### src/rtl/core/days_between_dates_assert.svh
// ============================================================================
// Assertion macros for the days_between_dates block
// Clocked on i_clk and disabled while i_rst_n is low.
// ============================================================================
`ifndef DAYS_BETWEEN_DATES_ASSERT_SVH
`define DAYS_BETWEEN_DATES_ASSERT_SVH

// Same-cycle implication.
`define DBD_ASSERT_NOW(lbl, ante, cons, msg) \
    lbl: assert property (@(posedge i_clk) disable iff (!i_rst_n) (ante) |-> (cons)) \
        else $error(msg);

// Next-cycle implication.
`define DBD_ASSERT_NEXT(lbl, ante, cons, msg) \
    lbl: assert property (@(posedge i_clk) disable iff (!i_rst_n) (ante) |=> (cons)) \
        else $error(msg);

`endif

### src/rtl/core/dbd_pkg.sv
// ============================================================================
// dbd_pkg
// Types, constants and day-number arithmetic shared by the date blocks.
// ============================================================================
`default_nettype none

package dbd_pkg;

    localparam int MONTH_W  = 4;
    localparam int DAY_W    = 5;
    localparam int YEAR_W   = 12;
    localparam int DAYNUM_W = 21;
    localparam int DIFF_W   = 21;
    localparam int LEAPS_W  = 11;

    localparam int QDEPTH   = 2;
    localparam int QADDR_W  = (QDEPTH > 1) ? $clog2(QDEPTH) : 1;
    localparam int QCNT_W   = $clog2(QDEPTH + 1);

    localparam logic [8:0]           DAYS_PER_YEAR = 9'd365;
    localparam logic [DIFF_W-1:0]    DIFF_MAX = {1'b0, {(DIFF_W-1){1'b1}}};
    localparam logic [DIFF_W-1:0]    DIFF_MIN = {1'b1, {(DIFF_W-1){1'b0}}};

    // One calendar date as it arrives on the input stream.
    typedef struct packed {
        logic [YEAR_W-1:0]  year;
        logic [DAY_W-1:0]   day;
        logic [MONTH_W-1:0] month;
    } t_date;

    // A request: the second date sits in the upper bits.
    typedef struct packed {
        t_date second;
        t_date first;
    } t_date_pair;

    // Classified request passed from the front end to the back end.
    typedef struct packed {
        logic [DAYNUM_W-1:0] num_first;
        logic [DAYNUM_W-1:0] num_second;
        logic                first_is_later;
    } t_qentry;

    // Days in the months before the given month; out-of-range months clamp.
    function automatic logic [8:0] days_before_month(input logic [MONTH_W-1:0] month);
        logic [8:0] v;
        case (month)
            4'd0, 4'd1: v = 9'd0;
            4'd2:       v = 9'd31;
            4'd3:       v = 9'd59;
            4'd4:       v = 9'd90;
            4'd5:       v = 9'd120;
            4'd6:       v = 9'd151;
            4'd7:       v = 9'd181;
            4'd8:       v = 9'd212;
            4'd9:       v = 9'd243;
            4'd10:      v = 9'd273;
            4'd11:      v = 9'd304;
            default:    v = 9'd334;
        endcase
        return v;
    endfunction

    // Closed-form day number: 365 per year, one per multiple of four before it,
    // the month offset, the leap day past February, and the day itself.
    function automatic logic [DAYNUM_W-1:0] day_number(input t_date d);
        logic [DAYNUM_W-1:0] years;
        logic [LEAPS_W-1:0]  leaps;
        logic [YEAR_W:0]     y_plus;
        logic                leap_add;
        y_plus   = {1'b0, d.year} + (YEAR_W+1)'(3);
        leaps    = LEAPS_W'(y_plus >> 2);
        years    = DAYNUM_W'(d.year) * DAYNUM_W'(DAYS_PER_YEAR);
        leap_add = (d.month > MONTH_W'(2)) && (d.year[1:0] == 2'b00);
        return years + DAYNUM_W'(leaps) + DAYNUM_W'(days_before_month(d.month))
               + DAYNUM_W'(leap_add) + DAYNUM_W'(d.day);
    endfunction

endpackage

`default_nettype wire

### src/rtl/core/dbd_front.sv
// ============================================================================
// dbd_front
// Accepts a date pair, computes both day numbers and the ordering flag.
// ============================================================================
`default_nettype none

module dbd_front import dbd_pkg::*; (
    input  wire logic       i_clk,
    input  wire logic       i_rst_n,
    input  wire logic       i_valid,
    output logic            o_ready,
    input  wire t_date_pair i_pair,
    output logic            o_valid,
    input  wire logic       i_ready,
    output t_qentry         o_entry
);

    logic    r_valid;
    t_qentry r_entry;
    t_qentry n_entry;
    logic    w_later;

    // Stage takes a new request when empty or when its content moves on.
    assign o_ready = !r_valid || i_ready;

    // Lexicographic compare of the raw fields: year, then month, then day.
    always_comb begin
        if (i_pair.first.year != i_pair.second.year) begin
            w_later = i_pair.first.year > i_pair.second.year;
        end else if (i_pair.first.month != i_pair.second.month) begin
            w_later = i_pair.first.month > i_pair.second.month;
        end else begin
            w_later = i_pair.first.day > i_pair.second.day;
        end
    end

    always_comb begin
        n_entry.num_first      = day_number(i_pair.first);
        n_entry.num_second     = day_number(i_pair.second);
        n_entry.first_is_later = w_later;
    end

    // Valid flag is control state; the payload only loads on acceptance.
    always_ff @(posedge i_clk) begin
        if (!i_rst_n) begin
            r_valid <= 1'b0;
        end else if (o_ready) begin
            r_valid <= i_valid;
        end
    end

    always_ff @(posedge i_clk) begin
        if (i_valid && o_ready) begin
            r_entry <= n_entry;
        end
    end

    assign o_valid = r_valid;
    assign o_entry = r_entry;

endmodule

`default_nettype wire

### src/rtl/core/dbd_queue.sv
// ============================================================================
// dbd_queue
// Short first-in first-out queue between the front end and the back end.
// ============================================================================
`default_nettype none

module dbd_queue import dbd_pkg::*; (
    input  wire logic    i_clk,
    input  wire logic    i_rst_n,
    input  wire logic    i_valid,
    output logic         o_ready,
    input  wire t_qentry i_entry,
    output logic         o_valid,
    input  wire logic    i_ready,
    output t_qentry      o_entry,
    output logic [QCNT_W-1:0] o_level
);

    t_qentry              r_mem [QDEPTH];
    logic [QADDR_W-1:0]   r_wr_ptr;
    logic [QADDR_W-1:0]   r_rd_ptr;
    logic [QCNT_W-1:0]    r_count;
    logic [QADDR_W-1:0]   n_wr_ptr;
    logic [QADDR_W-1:0]   n_rd_ptr;
    logic [QCNT_W-1:0]    n_count;
    logic                 w_push;
    logic                 w_pop;

    assign o_ready = (r_count != QCNT_W'(QDEPTH));
    assign o_valid = (r_count != '0);
    assign w_push  = i_valid && o_ready;
    assign w_pop   = o_valid && i_ready;

    // Pointer and fill-count update with wrap at the queue depth.
    always_comb begin
        n_wr_ptr = r_wr_ptr;
        n_rd_ptr = r_rd_ptr;
        n_count  = r_count;
        if (w_push) begin
            n_wr_ptr = (r_wr_ptr == QADDR_W'(QDEPTH - 1)) ? '0 : r_wr_ptr + 1'b1;
        end
        if (w_pop) begin
            n_rd_ptr = (r_rd_ptr == QADDR_W'(QDEPTH - 1)) ? '0 : r_rd_ptr + 1'b1;
        end
        if (w_push && !w_pop) begin
            n_count = r_count + 1'b1;
        end else if (w_pop && !w_push) begin
            n_count = r_count - 1'b1;
        end
    end

    always_ff @(posedge i_clk) begin
        if (!i_rst_n) begin
            r_wr_ptr <= '0;
            r_rd_ptr <= '0;
            r_count  <= '0;
        end else begin
            r_wr_ptr <= n_wr_ptr;
            r_rd_ptr <= n_rd_ptr;
            r_count  <= n_count;
        end
    end

    // Entry storage.
    always_ff @(posedge i_clk) begin
        if (w_push) begin
            r_mem[r_wr_ptr] <= i_entry;
        end
    end

    assign o_entry = r_mem[r_rd_ptr];
    assign o_level = r_count;

endmodule

`default_nettype wire

### src/rtl/core/dbd_back.sv
// ============================================================================
// dbd_back
// Subtracts the day numbers, saturates, and holds the result for the sink.
// ============================================================================
`default_nettype none

module dbd_back import dbd_pkg::*; (
    input  wire logic         i_clk,
    input  wire logic         i_rst_n,
    input  wire logic         i_valid,
    output logic              o_ready,
    input  wire t_qentry      i_entry,
    output logic              o_valid,
    input  wire logic         i_ready,
    output logic [DIFF_W-1:0] o_diff,
    output logic              o_later
);

    logic                r_valid;
    logic [DIFF_W-1:0]   r_diff;
    logic                r_later;
    logic [DIFF_W-1:0]   n_diff;
    logic [DAYNUM_W:0]   w_sub;

    assign o_ready = !r_valid || i_ready;

    // One extra bit keeps the sign; clamp when it disagrees with the next bit.
    always_comb begin
        w_sub = {1'b0, i_entry.num_first} - {1'b0, i_entry.num_second};
        if (w_sub[DAYNUM_W] != w_sub[DAYNUM_W-1]) begin
            n_diff = w_sub[DAYNUM_W] ? DIFF_MIN : DIFF_MAX;
        end else begin
            n_diff = w_sub[DIFF_W-1:0];
        end
    end

    always_ff @(posedge i_clk) begin
        if (!i_rst_n) begin
            r_valid <= 1'b0;
        end else if (o_ready) begin
            r_valid <= i_valid;
        end
    end

    always_ff @(posedge i_clk) begin
        if (i_valid && o_ready) begin
            r_diff  <= n_diff;
            r_later <= i_entry.first_is_later;
        end
    end

    assign o_valid = r_valid;
    assign o_diff  = r_diff;
    assign o_later = r_later;

endmodule

`default_nettype wire

### src/rtl/core/days_between_dates.sv
// Path: a request accepted at the input is registered in the front stage, written
// into the queue, and then registered in the output register before it is shown.
// Throughput: one request per cycle while m_axis_tready stays high, set by the front
// stage, the queue and the output register, each of which moves one entry per cycle.
// Reset: synchronous, active low; clears all valid flags and queue pointers.
// ============================================================================
// days_between_dates
// Signed day count between two dates, with a flag for the first being later.
// ============================================================================
`default_nettype none

`include "days_between_dates_assert.svh"

module days_between_dates import dbd_pkg::*; (
    input  wire logic        i_clk,
    input  wire logic        i_rst_n,
    input  wire logic        s_axis_tvalid,
    output logic             s_axis_tready,
    // first_month[3:0], first_day[8:4], first_year[20:9], second_month[24:21],
    // second_day[29:25], second_year[41:30], zeros[47:42]
    input  wire logic [47:0] s_axis_tdata,
    output logic             m_axis_tvalid,
    input  wire logic        m_axis_tready,
    // day_difference[20:0] (signed), first_is_later[21], zeros[23:22]
    output logic [23:0]      m_axis_tdata
);

    t_date_pair          w_pair;
    logic                w_in_accept;
    logic                w_f_valid;
    logic                w_f_ready;
    t_qentry             w_f_entry;
    logic                w_q_valid;
    logic                w_q_ready;
    t_qentry             w_q_entry;
    logic [QCNT_W-1:0]   w_q_level;
    logic [DIFF_W-1:0]   w_diff;
    logic                w_later;

    assign w_pair = s_axis_tdata[$bits(t_date_pair)-1:0];
    assign w_in_accept = s_axis_tvalid && s_axis_tready;

    dbd_front u_front (
        .i_clk   (i_clk),
        .i_rst_n (i_rst_n),
        .i_valid (s_axis_tvalid),
        .o_ready (s_axis_tready),
        .i_pair  (w_pair),
        .o_valid (w_f_valid),
        .i_ready (w_f_ready),
        .o_entry (w_f_entry)
    );

    dbd_queue u_queue (
        .i_clk   (i_clk),
        .i_rst_n (i_rst_n),
        .i_valid (w_f_valid),
        .o_ready (w_f_ready),
        .i_entry (w_f_entry),
        .o_valid (w_q_valid),
        .i_ready (w_q_ready),
        .o_entry (w_q_entry),
        .o_level (w_q_level)
    );

    dbd_back u_back (
        .i_clk   (i_clk),
        .i_rst_n (i_rst_n),
        .i_valid (w_q_valid),
        .o_ready (w_q_ready),
        .i_entry (w_q_entry),
        .o_valid (m_axis_tvalid),
        .i_ready (m_axis_tready),
        .o_diff  (w_diff),
        .o_later (w_later)
    );

    assign m_axis_tdata = {2'b00, w_later, w_diff};

    // An accepted request is held in the front stage on the next cycle.
    `DBD_ASSERT_NEXT(a_front_loads, w_in_accept, w_f_valid, "front stage missed a request")

    // A front entry blocked by a full queue is not dropped.
    `DBD_ASSERT_NEXT(a_front_holds, w_f_valid && !w_f_ready, w_f_valid, "front entry lost")

    // The queue never holds more entries than its depth.
    `DBD_ASSERT_NOW(a_queue_bound, 1'b1, w_q_level <= QCNT_W'(QDEPTH), "queue overfilled")

endmodule

`default_nettype wire
### config.mk
export PLATFORM = sky130hd
export DESIGN_NAME = days_between_dates
export DESIGN_NICKNAME = d
export VERILOG_FILES = /design/src/rtl/core/dbd_pkg.sv /design/src/rtl/core/dbd_front.sv /design/src/rtl/core/dbd_queue.sv /design/src/rtl/core/dbd_back.sv /design/src/rtl/core/days_between_dates.sv
export VERILOG_INCLUDE_DIRS = /design/src /design/src/rtl/core
export SDC_FILE = /design/constraint.sdc
export NUM_CORES = 1
export LEC_CHECK = 0
export ABC_AREA = 0
export ABC_CLOCK_PERIOD_IN_PS = 7500
export BUFFER_PORTS_ARGS = -buffer_cell sky130_fd_sc_hd__buf_4
export CORE_MARGIN = 10
export CORE_UTILIZATION = 35
export DETAILED_ROUTE_END_ITERATION = 8
export PLACE_DENSITY = 0.57
export SLEW_MARGIN = 40
export SYNTH_ARGS = -nofsm -noshare
export SYNTH_HDL_FRONTEND = slang
export SYNTH_HIERARCHICAL = 1
export SYNTH_SLANG_ARGS = --single-unit
### constraint.sdc
create_clock -name i_clk -period 7.5 [get_ports i_clk]
set_input_delay 0.375 -clock i_clk [delete_from_list [all_inputs] [get_ports i_clk]]
set_output_delay 0.375 -clock i_clk [all_outputs]
set_load 0.01 [all_outputs]
---- After elaboration in Yosys (flattened, before gate mapping) ----
Memory sizes are Yosys's and may differ from the RTL's. A register that Yosys moved wholly into a read port is not among the register bits.
Cells that the tools add are included.
cells by class
  $add $sub $neg .......................... 15
  $mul .................................... 2
  order comparisons ....................... 5
  equal/unequal tests ..................... 4
  mux-type cells .......................... 12
  reduce and logical (&&, ||, !) cells .... 17
operator list
  cell                     count
  $add A21 B1 Y21          2
  $add A21 B11 Y21         2
  $add A21 B5 Y21          2
  $add A21 B9 Y21          2
  $mul A12 B9 Y21 const B  2
  $mux W21                 2
  $add A12 B2 Y13 const B  2
  $sub A21 B21 Y22         1
  $gt A12 B12 Y1           1
  $ne A12 B12 Y1           1
  $gt A4 B2 Y1 const B     2
  $mux W1                  8
  $logic_and A1 B1 Y1      7
  $gt A5 B5 Y1             1
  $gt A4 B4 Y1             1
  $logic_not A1 Y1         4
  $logic_not A2 Y1         2
  $mux W2                  2
  $ne A4 B4 Y1             1
  $reduce_bool A2 Y1       2
  $add A1 B1 Y1 const B    2
  $add A2 B1 Y2 const B    1
  $logic_or A1 B1 Y1       2
  $ne A2 B2 Y1 const B     1
  2 further kinds          2
storage, ports and cells
  bits in registers ....................... 71
  memory bits (writable) .................. 86
  bits in read-only memories .............. 288
  bits of input ports ..................... 52
  output and inout port bits .............. 26
  logic and storage cells ................. 68
  memories ................................ 3
memories
  name             depth  bits a word  read ports  clocked after Yosys merged registers in  write ports  line             RTL
  (no name shown)  16     9            1           0                                        0            dbd_pkg.sv:47    case (month)
  (no name shown)  16     9            1           0                                        0            dbd_pkg.sv:47
  u_queue.r_mem    2      43           1           1                                        1            dbd_queue.sv:19  t_qentry r_mem [QDEPTH];

---- Depth between registers and ports, before layout ----
  depth after elaboration ................. 6
  depth in mapped cells ................... 21
  mapped depth without buffers ............ 21

---- By module ----
Netlist, hierarchy kept.
by module, submodules not included
  module              times used  cells each  area an instance (um^2)  sequential area each (um^2)
  dbd_front           1           880         8772.2                   1311.3
  dbd_queue           1           158         3342.0                   2682.6
  dbd_back            1           228         2160.8                   680.7
  days_between_dates  1           4           26.3                     0.0

---- Least setup slack after synthesis ----
No wires, ideal clock.
  path type ............................... input -> register
  start point ............................. input port s_axis_tdata[9]
  end point ............................... register u_front.r_entry, in the netlist u_front/o_entry[35] (data pin)
  library setup time ...................... 261 ps
  arrival ................................. 4579 ps
  data required time ...................... 7239 ps
  slack ................................... 2660 ps
  stages .................................. 18
  cells stage by stage .................... o21ai_1 > nor2_1 > and3_1 > and3_1 > nand3_1 > xnor2_1 > ha_1 > inv_1 > fa_1 > fa_1 > fa_1 > inv_1 > ha_1 > a211oi_1 > inv_1 > o211a_1 > o31a_1 > a311o_1
RTL lines
  element               line                      RTL
  from (decl)           days_between_dates.sv:21  input wire logic [47:0] s_axis_tdata,
  to (signal assigned)  dbd_front.sv:54           r_entry <= n_entry;
  to (decl)             dbd_front.sv:19           t_qentry r_entry;

==> metrics list <==
- Area share of the largest cell type after synthesis: 31.7%
- After layout, the worst path uses 66.4% of the clock period.
- Placed inst area: 15400 um^2
- Headroom to the max-slew limit: 59.7%
- Number of enable flip-flop cells after synthesis: 151
- PostCTS Resize Cnt: 0
* Leading area contributor after synthesis: sky130_fd_sc_hd__edfxtp_1
- Vias in the first global route: 9228
- Buffers inserted during clock tree synthesis total 17.
- Dividing total power by cell area gives a power density of 449 nW/um^2.
* Antenna violations before repair: 1
- Data on the critical path arrives at its endpoint at 5.15 ns.
- Area of the core: 40100 um^2
- TritonCTS built the clock tree.
- Final Wtd Congestion: 0.842
- Entering global routing, the biggest net connects 44 pins.
* Post-synth cell types: 77
* Number of rows created at floorplan: 73
- Static power due to leakage: 7.25 nW
- Most frequent cells in the layout: 259 x sky130_fd_sc_hd__inv_1, 198 x sky130_fd_sc_hd__ha_1, 151 x sky130_fd_sc_hd__edfxtp_1
* Layout cell share with drive strength beyond 1: 14.3%
- Total number of nets in the final design: 1706
* Worst hold margin: 0.209 ns
- Fin Clk Skew: 0.00630 ns
* Total of warnings raised by yosys: 6
* #FFs+latches synth: 158
* Gate Count Post-Synth: 1270
- Once the floorplan was initialized, standard cells occupied 35.7% of the core.
- The number of max-slew violations in the final report was 0.
- For this run, the top clock speed supported by timing is 0.201 GHz.
- The final number of hold-violating endpoints is 0.
- Crit path required time: 7.67 ns
- In this run the worst hold path is classified as in -> reg.
* Most used DFF post-synth: sky130_fd_sc_hd__edfxtp_1
* Share of power burned in combinational logic: 64.7%
* Max_cap viols: 0
- Maximum fanout encountered on the critical timing path: 7
- Switching fraction of total power: 43.2%
* Post-DRT Antenna Nets: 0
- In the routed layout, each cell is associated on average with a via count of 4.65.
- Sequential fraction of the synthesis area: 32.7%
* Number of antenna diodes: 0
- Count of boundary I/O pins: 78
- For this design the total switching power over the nets is 3.09 mW.
- In this run the clock root is driven by a sky130_fd_sc_hd__clkbuf_16.
- After synthesis, the mean cell area works out to 11.3 um^2.
* Setup repair after global routing missed its margin: false
* Final design instance area without fill: 16000 um^2
* GRT Residual Overflow: 0
- CTS sink count: 158
- In the final timing run, aggregate negative setup slack is 0 ns.
- Kind of capture point of the worst setup path: flop
- Post-layout utilization of the core: 39.8%
- Measured along the x axis, the die boundary spans 222 um.
- DRC violations left: 0
- In this run the post-CTS setup repair buffer count came out at 0.
- The critical path is of the in -> reg type.
* Transition time of the tightest slew-check pin: 0.604 ns
* Total length of routed wires: 28.6 mm
* Growth of design area from synthesis to finish: 11.6%
* Hold Buf Count CTS: 0
- In this run the cell area of the synthesized design comes to 14300 um^2.
* Clock network latency to the later pin of the worst-skew pair: 0.42 ns
* Sequential share of power: 23.2%
- Most area-consuming cells after synthesis: sky130_fd_sc_hd__edfxtp_1 32%, sky130_fd_sc_hd__ha_1 17%, sky130_fd_sc_hd__fa_1 17%
* Total number of vias: 8719
- Setup violations remaining at the end of the flow were counted as 0.
- The H-tree was split into 4 levels.
- Summed over all nets, the half-perimeter wirelength after detailed placement is 23.9 mm.
* Internal Pwr Total: 4.07 mW
- Element type at the critical path start: input port
- First-iteration detailed-routing DRC count: 455
* Full die area: 49300 um^2
- Clock slew at the register clock pins of the worst setup and hold paths: 0.06 ns
- Per-cell routed wire length: 15.3 um
- Global-route total usage across every layer: 11.7%
- In this run, the clock network consumes 12.1% of the power.
- Shortest clock period the worst path allows after layout: 4.98 ns
* Maximum vdd ir drop: 0.176 mV
* Port Buf Inserts: 69
- 1st-pass router iterations: 5
* Most frequent standard cell in the layout excluding fill and tap cells: sky130_fd_sc_hd__inv_1
- The first global-routing pass estimated 47.6 mm of wire.
* Result of the run: completed
- The clock passes through at most 2 buffers.
- In the synthesized netlist the async set-or-reset flop fraction comes to 0%.
- Chip height: 222 um
[cells by family (layout without fill, tap and decap cells)]
group	count (synthesis)	count (layout)	synth area share, %
adders and majority gates	323	323	34.4
buffers and inverters	283	363	7.83
AOI/OAI and AO/OA	209	209	10.2
and+or+nand+nor	170	170	6.08
DFF	158	158	32.7
xor gates and xnor gates	71	71	4.48
muxes	55	55	4.28
other	1	2	0.0262
[synthesized netlist by cell type (11+ instances only)]
cell	n
sky130_fd_sc_hd__inv_1	259
sky130_fd_sc_hd__ha_1	198
sky130_fd_sc_hd__edfxtp_1	151
sky130_fd_sc_hd__fa_1	118
sky130_fd_sc_hd__a21oi_1	50
sky130_fd_sc_hd__mux2_2	49
sky130_fd_sc_hd__nor2_1	48
sky130_fd_sc_hd__xnor2_1	48
sky130_fd_sc_hd__nand2_1	40
sky130_fd_sc_hd__o21ai_0	29
sky130_fd_sc_hd__a21o_1	24
sky130_fd_sc_hd__xor2_1	22
sky130_fd_sc_hd__nand3_1	12
sky130_fd_sc_hd__and2_1	11
[final timing paths]
check | start | endpoint | slack (ns) | cells past startpoint
max | s_axis_tdata[10] | u_front/o_entry[35]$_DFFE_PP_ | 2.52 | 19
min | i_rst_n | u_queue/o_level[0]$_SDFFE_PN0P_ | 0.21 | 2
max reg2reg | flop | u_back/o_diff[3]$_DFFE_PP_ | 3.50 | 13
min reg2reg | u_front/o_entry[30]$_DFFE_PP_ | u_queue/r_mem[1][30]$_DFFE_PP_ | 0.44 | 0
[metal layers]
metal / global-route usage [%] / vias to the layer above / wire length [um]
met3: 1.75 / 16 / 900
met2: 18.8 / 144 / 13100
met5: 0 / - / 0
met4: 2.89 / 0 / 270
met1: 16.2 / 4090 / 14300
li1: - / 4469 / -
[worst max-delay path: stages]
cell and delay [ns]:
sky130_fd_sc_hd__buf_4 0.15, sky130_fd_sc_hd__o21ai_1 0.10, sky130_fd_sc_hd__nor2_1 0.21, sky130_fd_sc_hd__and3_1 0.25, sky130_fd_sc_hd__and3_1 0.26, sky130_fd_sc_hd__nand3_1 0.18, sky130_fd_sc_hd__xnor2_1 0.17, sky130_fd_sc_hd__ha_1 0.28
sky130_fd_sc_hd__inv_1 0.05, sky130_fd_sc_hd__fa_1 0.54, sky130_fd_sc_hd__fa_1 0.44, sky130_fd_sc_hd__fa_1 0.54, sky130_fd_sc_hd__inv_1 0.04, sky130_fd_sc_hd__ha_1 0.35, sky130_fd_sc_hd__a211oi_1 0.22, sky130_fd_sc_hd__inv_1 0.07
sky130_fd_sc_hd__o211a_1 0.26, sky130_fd_sc_hd__o31a_1 0.28, sky130_fd_sc_hd__a311o_1 0.37
[registers in the layout, summed over array words and instances, names as in the netlist, named ones only]
register and count:
u_back/o_diff 21, u_back/o_later 1, u_back/o_valid 1, u_front/o_entry 43, u_front/o_valid 1, u_queue/o_level 2, u_queue/r_mem 86, u_queue/r_rd_ptr 1
u_queue/r_wr_ptr 1
[power by group through the flow]
| stage | clock [mW] | sequential, mW | combinational [mW] |
|---|---|---|---|
| 3_3_place_gp | 0 | 1.67 | 4.61 |
| 5_1_grt | 0.937 | 1.69 | 5.29 |
| 6_report | 0.868 | 1.66 | 4.63 |
| 2_1_floorplan | 0 | 1.67 | 3.67 |
| 4_1_cts | 0.898 | 1.66 | 4.69 |
| 3_5_place_dp | 0 | 1.68 | 4.65 |
[cell type report]
type	count	area, um^2
sequential	158	4680
inverter	259	972
tap	525	657
timing repair buffer	72	541
fill	3847	24100
clock inverter	14	171
multi-input combinational	830	8520
clock buffer	18	429
[through the flow]
step           total power [mW]  setup WS (ns)  instances
2_1_floorplan              5.34           2.66       1271
3_3_place_gp               6.28           2.13       1844
3_5_place_dp               6.34           2.10       1844
4_1_cts                    7.26           2.57       1876
5_1_grt                    7.92           2.30       1876
6_report                   7.16           2.52       1876
(Power assumes the default switching activity.)
